## src/hdl/otb_pkg.sv

```systemverilog
// ----------------------------------------------------------------------------
// otb_pkg
// Shared types and codes for the on-the-air bitmap decoder: result kinds,
// error codes and the per-beat result batch that passes from the parser to
// the serializer.
// ----------------------------------------------------------------------------
package otb_pkg;

  // Result kinds.
  typedef enum logic [1:0] {
    KIND_HEADER = 2'd0,
    KIND_PIXEL  = 2'd1,
    KIND_ERROR  = 2'd2
  } otb_kind_t;

  // Error codes.
  typedef enum logic [1:0] {
    ERR_NONE      = 2'd0,
    ERR_ZERO_DIM  = 2'd1,
    ERR_BAD_DEPTH = 2'd2,
    ERR_TRUNCATED = 2'd3
  } otb_error_t;

  // The only bit depth the format allows.
  localparam logic [7:0] DEPTH_ONE = 8'h01;

  // Pixels packed into one data byte.
  localparam int unsigned PIXELS_PER_BYTE = 8;

  // Bit of the info byte that selects 16-bit dimensions.
  localparam int unsigned WIDE_DIM_BIT = 4;

  // Everything one input beat produces: up to eight results that share
  // the kind, dimensions, row, base column and packed pixel bits.
  typedef struct packed {
    logic [3:0]  count;      // number of results, 0 to 8
    otb_kind_t   kind;
    otb_error_t  error_code;
    logic [15:0] image_width;
    logic [15:0] image_height;
    logic [7:0]  bits;       // pixel bits, MSB first
    logic [15:0] column;     // column of the first pixel
    logic [15:0] row;
  } otb_batch_t;

  // One result as it leaves the block.
  typedef struct packed {
    otb_kind_t   kind;
    logic [15:0] image_width;
    logic [15:0] image_height;
    logic        pixel_index;
    logic [15:0] column;
    logic [15:0] row;
    otb_error_t  error_code;
    logic        last;
  } otb_result_t;

endpackage

```

## src/hdl/otb_parser.sv

```systemverilog
// ----------------------------------------------------------------------------
// otb_parser
// Header and pixel-position tracking. On each accepted beat it updates the
// stream phase, the dimensions and the row/column counters, and describes
// the results that the beat causes as one batch.
// ----------------------------------------------------------------------------
module otb_parser
  import otb_pkg::*;
(
  input  logic       clk,
  input  logic       rst,
  input  logic       cfg_we,
  input  logic       cfg_wdata,
  input  logic       accept,
  input  logic [7:0] data_byte,
  input  logic       end_of_data,
  output otb_batch_t batch
);

  typedef enum logic [2:0] {
    PH_INFO,
    PH_W_HI,
    PH_W_LO,
    PH_H_HI,
    PH_H_LO,
    PH_DEPTH,
    PH_PIXELS,
    PH_IDLE
  } phase_t;

  phase_t      phase, phase_next;
  logic        header_only;
  logic        wide_dimensions, wide_dimensions_next;
  logic [15:0] width_reg, width_reg_next;
  logic [15:0] height_reg, height_reg_next;
  logic [15:0] column_count, column_count_next;
  logic [15:0] row_count, row_count_next;

  logic [15:0] remain;
  logic [15:0] height_done;
  logic [16:0] row_plus_one;

  // Next state and the batch for the current beat.
  always_comb begin
    phase_next           = phase;
    wide_dimensions_next = wide_dimensions;
    width_reg_next       = width_reg;
    height_reg_next      = height_reg;
    column_count_next    = column_count;
    row_count_next       = row_count;
    batch                = '0;
    remain               = width_reg - column_count;
    height_done          = {height_reg[15:8], data_byte};
    row_plus_one         = {1'b0, row_count} + 17'd1;

    if (end_of_data) begin
      // The stream ended; complain unless the image was already finished.
      if (phase != PH_IDLE) begin
        batch.count      = 4'd1;
        batch.kind       = KIND_ERROR;
        batch.error_code = ERR_TRUNCATED;
      end
      phase_next = PH_INFO;
    end else begin
      case (phase)
        PH_INFO: begin
          wide_dimensions_next = data_byte[WIDE_DIM_BIT];
          width_reg_next       = '0;
          height_reg_next      = '0;
          column_count_next    = '0;
          row_count_next       = '0;
          phase_next           = data_byte[WIDE_DIM_BIT] ? PH_W_HI : PH_W_LO;
        end
        PH_W_HI: begin
          width_reg_next = {data_byte, 8'h00};
          phase_next     = PH_W_LO;
        end
        PH_W_LO: begin
          width_reg_next = {width_reg[15:8], data_byte};
          phase_next     = wide_dimensions ? PH_H_HI : PH_H_LO;
        end
        PH_H_HI: begin
          height_reg_next = {data_byte, 8'h00};
          phase_next      = PH_H_LO;
        end
        PH_H_LO: begin
          height_reg_next = height_done;
          if (width_reg == '0 || height_done == '0) begin
            batch.count      = 4'd1;
            batch.kind       = KIND_ERROR;
            batch.error_code = ERR_ZERO_DIM;
            phase_next       = PH_IDLE;
          end else begin
            phase_next = PH_DEPTH;
          end
        end
        PH_DEPTH: begin
          batch.count = 4'd1;
          if (data_byte != DEPTH_ONE) begin
            batch.kind       = KIND_ERROR;
            batch.error_code = ERR_BAD_DEPTH;
            phase_next       = PH_IDLE;
          end else begin
            batch.kind         = KIND_HEADER;
            batch.image_width  = width_reg;
            batch.image_height = height_reg;
            column_count_next  = '0;
            row_count_next     = '0;
            phase_next         = header_only ? PH_IDLE : PH_PIXELS;
          end
        end
        PH_PIXELS: begin
          // Up to eight pixels; the rest of the byte past the row end is padding.
          batch.kind   = KIND_PIXEL;
          batch.bits   = data_byte;
          batch.column = column_count;
          batch.row    = row_count;
          if (remain < 16'(PIXELS_PER_BYTE)) begin
            batch.count = remain[3:0];
          end else begin
            batch.count = 4'(PIXELS_PER_BYTE);
          end
          if (remain <= 16'(PIXELS_PER_BYTE)) begin
            column_count_next = '0;
            if (row_plus_one >= {1'b0, height_reg}) begin
              row_count_next = '0;
              phase_next     = PH_IDLE;
            end else begin
              row_count_next = row_plus_one[15:0];
            end
          end else begin
            column_count_next = column_count + 16'(PIXELS_PER_BYTE);
          end
        end
        PH_IDLE: begin
          phase_next = PH_IDLE;
        end
        default: begin
          phase_next = PH_IDLE;
        end
      endcase
    end
  end

  // State and configuration registers.
  always_ff @(posedge clk) begin
    if (rst) begin
      phase           <= PH_INFO;
      header_only     <= 1'b0;
      wide_dimensions <= 1'b0;
      width_reg       <= '0;
      height_reg      <= '0;
      column_count    <= '0;
      row_count       <= '0;
    end else begin
      if (cfg_we) begin
        header_only <= cfg_wdata;
      end
      if (accept) begin
        phase           <= phase_next;
        wide_dimensions <= wide_dimensions_next;
        width_reg       <= width_reg_next;
        height_reg      <= height_reg_next;
        column_count    <= column_count_next;
        row_count       <= row_count_next;
      end
    end
  end

endmodule

```

## src/hdl/otb_serializer.sv

```systemverilog
// ----------------------------------------------------------------------------
// otb_serializer
// Holds one result batch and sends its results one per cycle, while the output
// is not stalled, through a registered output stage. A new batch loads in the
// cycle the previous one hands over its last result.
// ----------------------------------------------------------------------------
module otb_serializer
  import otb_pkg::*;
(
  input  logic        clk,
  input  logic        rst,
  input  logic        take,
  input  otb_batch_t  batch_in,
  output logic        busy,
  output logic        out_valid,
  input  logic        out_stall,
  output otb_result_t result
);

  otb_batch_t  batch;
  logic        batch_valid;
  logic [2:0]  idx;
  logic        cur_last;
  logic        out_load;
  logic [7:0]  shifted;
  otb_result_t cur;

  // Result at the current position of the held batch.
  always_comb begin
    shifted  = batch.bits << idx;
    cur_last = ({1'b0, idx} + 4'd1) == batch.count;
    cur      = '0;
    cur.kind = batch.kind;
    cur.last = cur_last;
    case (batch.kind)
      KIND_HEADER: begin
        cur.image_width  = batch.image_width;
        cur.image_height = batch.image_height;
      end
      KIND_PIXEL: begin
        cur.pixel_index = ~shifted[7];
        cur.column      = batch.column + 16'(idx);
        cur.row         = batch.row;
      end
      KIND_ERROR: begin
        cur.error_code = batch.error_code;
      end
      default: begin
        cur.error_code = batch.error_code;
      end
    endcase
  end

  // Output register takes a result when it is empty or being drained.
  assign out_load = batch_valid && (!out_valid || !out_stall);
  assign busy     = batch_valid && !(out_load && cur_last);

  // Batch holding stage and output register.
  always_ff @(posedge clk) begin
    if (rst) begin
      batch_valid <= 1'b0;
      idx         <= '0;
      out_valid   <= 1'b0;
    end else begin
      if (out_load) begin
        out_valid <= 1'b1;
        result    <= cur;
        if (cur_last) begin
          batch_valid <= 1'b0;
        end else begin
          idx <= idx + 3'd1;
        end
      end else if (!out_stall) begin
        out_valid <= 1'b0;
      end
      if (take && batch_in.count != '0) begin
        batch       <= batch_in;
        batch_valid <= 1'b1;
        idx         <= '0;
      end
    end
  end

  // A held batch always has results left to send.
  a_batch_nonempty: assert property (@(posedge clk) disable iff (rst)
    batch_valid |-> ({1'b0, idx} < batch.count))
    else $error("held batch has no result left");

  // A batch never carries more results than a byte has pixels.
  a_batch_count: assert property (@(posedge clk) disable iff (rst)
    batch_valid |-> (batch.count <= 4'(PIXELS_PER_BYTE)))
    else $error("batch count above pixels per byte");

  // Header and error results are always the only result of their beat.
  a_single_last: assert property (@(posedge clk) disable iff (rst)
    out_valid && result.kind != KIND_PIXEL |-> result.last)
    else $error("header or error result without last");

  // While a batch is still sending, no new beat is taken.
  a_busy_hold: assert property (@(posedge clk) disable iff (rst)
    batch_valid && !(out_load && cur_last) |-> busy)
    else $error("input taken over an unfinished batch");

endmodule

```

## src/hdl/otb_bitmap_decoder_core.sv

```systemverilog
// ----------------------------------------------------------------------------
// otb_bitmap_decoder_core
// On-the-air bitmap stream decoder: parses the header and expands each
// image byte into pixel results.
// ----------------------------------------------------------------------------
// A stream beat is taken when the block is not busy. Header bytes, idle bytes
// and a beat that ends the stream produce at most one result each; an image
// byte produces one pixel result per cycle while the output is not stalled,
// one for each pixel it holds (eight, fewer at a row end), and holds off the
// next beat until they are sent from the result register. The next beat is
// taken in the same cycle as the last result of the previous one. Pixels
// come MSB first, index 0 for a set bit, with row and column attached. The
// header_only bit stops decoding after the header result; the user must write
// it through cfg_we and cfg_wdata only while the block is idle (not enforced).
module otb_bitmap_decoder_core
  import otb_pkg::*;
(
  input  logic        clk,
  input  logic        rst,
  input  logic        cfg_we,
  input  logic        cfg_wdata,
  input  logic        in_valid,
  output logic        in_stall,
  input  logic [7:0]  data_byte,
  input  logic        end_of_data,
  output logic        out_valid,
  input  logic        out_stall,
  output logic [1:0]  kind,
  output logic [15:0] image_width,
  output logic [15:0] image_height,
  output logic        pixel_index,
  output logic [15:0] column,
  output logic [15:0] row,
  output logic [1:0]  error_code,
  output logic        last
);

  logic        accept;
  otb_batch_t  batch;
  otb_result_t result;

  // A beat is accepted when the batch stage can take it.
  assign accept = in_valid && !in_stall;

  // Header parsing and position tracking.
  otb_parser u_parser (
    .clk         (clk),
    .rst         (rst),
    .cfg_we      (cfg_we),
    .cfg_wdata   (cfg_wdata),
    .accept      (accept),
    .data_byte   (data_byte),
    .end_of_data (end_of_data),
    .batch       (batch)
  );

  // One result per cycle to the output while it is not stalled.
  otb_serializer u_serializer (
    .clk       (clk),
    .rst       (rst),
    .take      (accept),
    .batch_in  (batch),
    .busy      (in_stall),
    .out_valid (out_valid),
    .out_stall (out_stall),
    .result    (result)
  );

  // Result fields onto the ports.
  assign kind         = result.kind;
  assign image_width  = result.image_width;
  assign image_height = result.image_height;
  assign pixel_index  = result.pixel_index;
  assign column       = result.column;
  assign row          = result.row;
  assign error_code   = result.error_code;
  assign last         = result.last;

endmodule

```

## config.mk

```make
export PLATFORM = sky130hd
export DESIGN_NAME = otb_bitmap_decoder_core
export DESIGN_NICKNAME = d
export VERILOG_FILES = /design/src/hdl/otb_pkg.sv /design/src/hdl/otb_parser.sv /design/src/hdl/otb_serializer.sv /design/src/hdl/otb_bitmap_decoder_core.sv
export SDC_FILE = /design/constraint.sdc
export NUM_CORES = 1
export LEC_CHECK = 0
export BUFFER_PORTS_ARGS = -buffer_cell sky130_fd_sc_hd__buf_2
export CORE_MARGIN = 2
export CORE_UTILIZATION = 40
export CTS_BUF_LIST = sky130_fd_sc_hd__clkbuf_4 sky130_fd_sc_hd__clkbuf_8
export CTS_CLUSTER_DIAMETER = 30
export CTS_CLUSTER_SIZE = 12
export DETAILED_ROUTE_END_ITERATION = 8
export PLACE_DENSITY = 0.69
export RECOVER_POWER = 25
export SETUP_SLACK_MARGIN = 0.15
export SLEW_MARGIN = 20
export SYNTH_ARGS = -nofsm -noshare
export SYNTH_HDL_FRONTEND = slang
export SYNTH_SLANG_ARGS = --single-unit
```

## constraint.sdc

```tcl
create_clock -name clk -period 5.5 [get_ports clk]
set_input_delay 0.55 -clock clk [delete_from_list [all_inputs] [get_ports clk]]
set_output_delay 0.55 -clock clk [all_outputs]
set_load 0.01 [all_outputs]
```

==> flow_summary.yaml <==
power:
  p_leak_nw: 4.24
  power.density_nw_per_um2: 319
  ir_drop_mv: 0.149
  clock_power_share_pct: 48.4
  finalPower_mw: 3.84
  p_comb_share_pct: 5.0
  p_int_mw: 2.93
  power.share.switching_pct: 23.5
  seq_power_share_pct: 46.5
  p_switching_mw: 0.903
placement:
  hpwl_microns: 16300
  pre_cts_slack_ns: 1.16
  dp_cells: 1356
  placed_area_sq_um: 11100
  gp_congestion: 0.887
  numPortBuffers: 86
synth:
  async_reset_ff_share_pct: 0
  synthFlopType: "edfxtp_1"
  synth-seq-cells: 218
  synth_fp_nets: 1027
  synthesis.area_sq_um: 10400
  yosys_warnings: 0
  netlist_instances: 979
  yosysSeqAreaShare_pct: 56.3
  syn_area_per_cell_sq_um: 10.6
  synth_edf_count: 147
  synth.distinct_cells: 67
sta:
  fin_setup_tns_ns: 0
  fmax_ghz: 0.231
  slew_headroom_pct: 5.84
  hold_violations: 0
  fin_ws_ns: 1.18
  skew_ns: 0.0368
  rsz0062_at_grt: "no"
  whs_ns: 0.260
  fin_crit_sh_pct: 78.6
  maxSlewViolCount: 0
  tightest_slew_ns: 1.41
  setup_viol: 0
  fin_crit_ns: 4.32
route:
  drtPass1Iterations: 5
  drt-total-wl_microns: 23800
  ant_nets: 0
  wl_per_cell_microns: 16.6
  routed_via_density: 5.27
  vias: 7551
  drt_iter0_markers: 672
  drc: 0
clocking:
  cts_tree: "done"
  cts_inserted_buffers: 42
  cts_htree_levels: 2
  cts-resized-gates: 0
  postCtsSetupRepairBufs: 0
  hold_buffers: 0
  clk_pin_slew_ns: 0.06
  clockBufferDepth: 3
  clockRootBuffer: "clkbuf_8"
  clock_latency_ns: 0.55
  cts_sinks: 218
finish:
  final_common_cell: "edfxtp_1"
  final_layout_size_suffix_gt1_share_pct: 13.1
  largest_reg_flops: 77
  finish.utilization_pct: 47.5
  largest_registers: "u_serializer.batch (77), u_serializer.result (70)"
  diodes: 0
  final_cell_mix: "edfxtp_1, nor2_1, and2_1, dfxtp_1, nand2_1"
  top_register: "u_serializer.batch"
  nets: 1118
  instances_no_fill: 1433
  syn2layout_area_growth_pct: 16.2
  stdcell_area_sq_um: 12000
setup_path:
  cpPeakStageDelay_ns: 0.64
  critPathSlowestCell: "and2_4"
  path_buf_inv: 2
  worst_setup_path_start_kind: "register"
  crit_chain: "inv_1, ha_1, o21ai_0, a22oi_1, nand2_1, a41o_1, xnor2_1, nor4b_1, a311oi_1, and2_4, buf_12"
  r2r_slack_ns: 1.18
  path_class: "reg2reg"
  crit_fanout: 42
  crit_arrival_ns: 4.55
  end_kind: "register"
  crit_family: "compound AO/OA/AOI/OAI gates"
  critPathRequiredTime_ns: 5.73
global_route:
  grt_first_pass_wirelength_microns: 37200
  grt_antenna_before_repair: 0
  grt_max_degree: 43
  grt_pass1_vias: 6997
  overflow: 0
  grt_use_total_pct: 17.4
status:
  status: "finished, final reports clean"
floorplanning:
  die_h_microns: 165
  pin_count: 87
  rows: 58
  initial_utilization_pct: 40.9
  dieWidth_microns: 165
  core_sq_um: 25300
  die_area_sq_um: 27200
job:
  max_cap_violations: 0
hold_path:
  hold_path_class: "in2reg"
-- area by class of cell --
class,count,area [sq um]
multi-input cells,657,4150
fillers,2348,13300
well taps,330,413
clock buffers,49,656
repair buffers,97,447
flip-flops and latches,218,5840
clock inverters,28,335
inverters,54,203
-- cells in the mapped netlist, types with 3 or more instances --
cell       count  area share, %
a311oi_1       3           0.25
nor2_1        79            2.9
buf_2          7           0.34
and3_1         7           0.42
o21a_1         3           0.22
nand4b_1       3           0.25
or3_1          3           0.18
inv_1         54            2.0
xor2_1         8           0.68
a21o_1         5           0.36
xnor2_1       21            1.8
edfxtp_1     147             43
o2111ai_1      4           0.34
a211oi_1       5           0.36
a31oi_1       11           0.66
or4_1          4           0.29
o21ai_0       59            2.8
mux2_1         4           0.43
nand3_1       37            1.8
dfxtp_1       71             14
buf_1          4           0.14
nor4_1        11           0.66
a21oi_1       32            1.5
nand4_1        7           0.42
ha_1          33            4.0
nand2_1       60            2.2
nand2b_1       8           0.48
mux2_2         4           0.43
a22oi_1       17            1.2
nor2b_1        8           0.48
nor3_1        48            2.3
clkbuf_1      38            1.4
or2_2          8           0.48
mux2i_1        5           0.48
and2_1       118            7.1
-- logic make-up (layout without fill, tap and decap cells) --
logic type	after synthesis	after routing	share of synthesized area, %
AND/OR/NAND/NOR	417	417	21.6
flip-flops	218	218	56.3
AO/OA/AOI/OAI	161	161	9.90
buffers and inverters	104	228	3.89
adder cells (fa/ha/maj)	33	33	3.98
XOR/XNOR	29	29	2.45
multiplexers	15	15	1.79
other	2	2	0.0724
-- routing by layer --
metal	part of all wire (%)	global-route usage [%]	vias up	wire (microns)
met2	45	27.3	257	10600
li1	-	-	3673	-
met5	0	0	-	0
met3	6.9	3.44	50	1650
met1	46	24.2	3571	10900
met4	2.6	5.93	0	623
-- power groups by stage --
stage	combinational, mW	sequential [mW]	clock [mW]
CTS	0.194	1.78	1.89
global placement	0.192	1.82	0
floorplan	0.129	1.82	0
finish	0.193	1.78	1.86
detailed placement	0.194	1.82	0
global route	0.211	1.79	1.97
-- worst min-delay path: stages --
cell and delay [ns]:
buf_2 0.08, mux2i_1 0.06, nor2_1 0.07
-- final timing paths --
check,startpoint,to,cells after the start
max reg2reg,u_parser.column_count[3],u_serializer.batch[8],11
max,u_parser.column_count[3],u_serializer.batch[8],11
min reg2reg,u_serializer.batch[74],u_serializer.result[68],0
min,cfg_wdata,u_parser.header_only,3
Power figures use the tool's default switching activity.
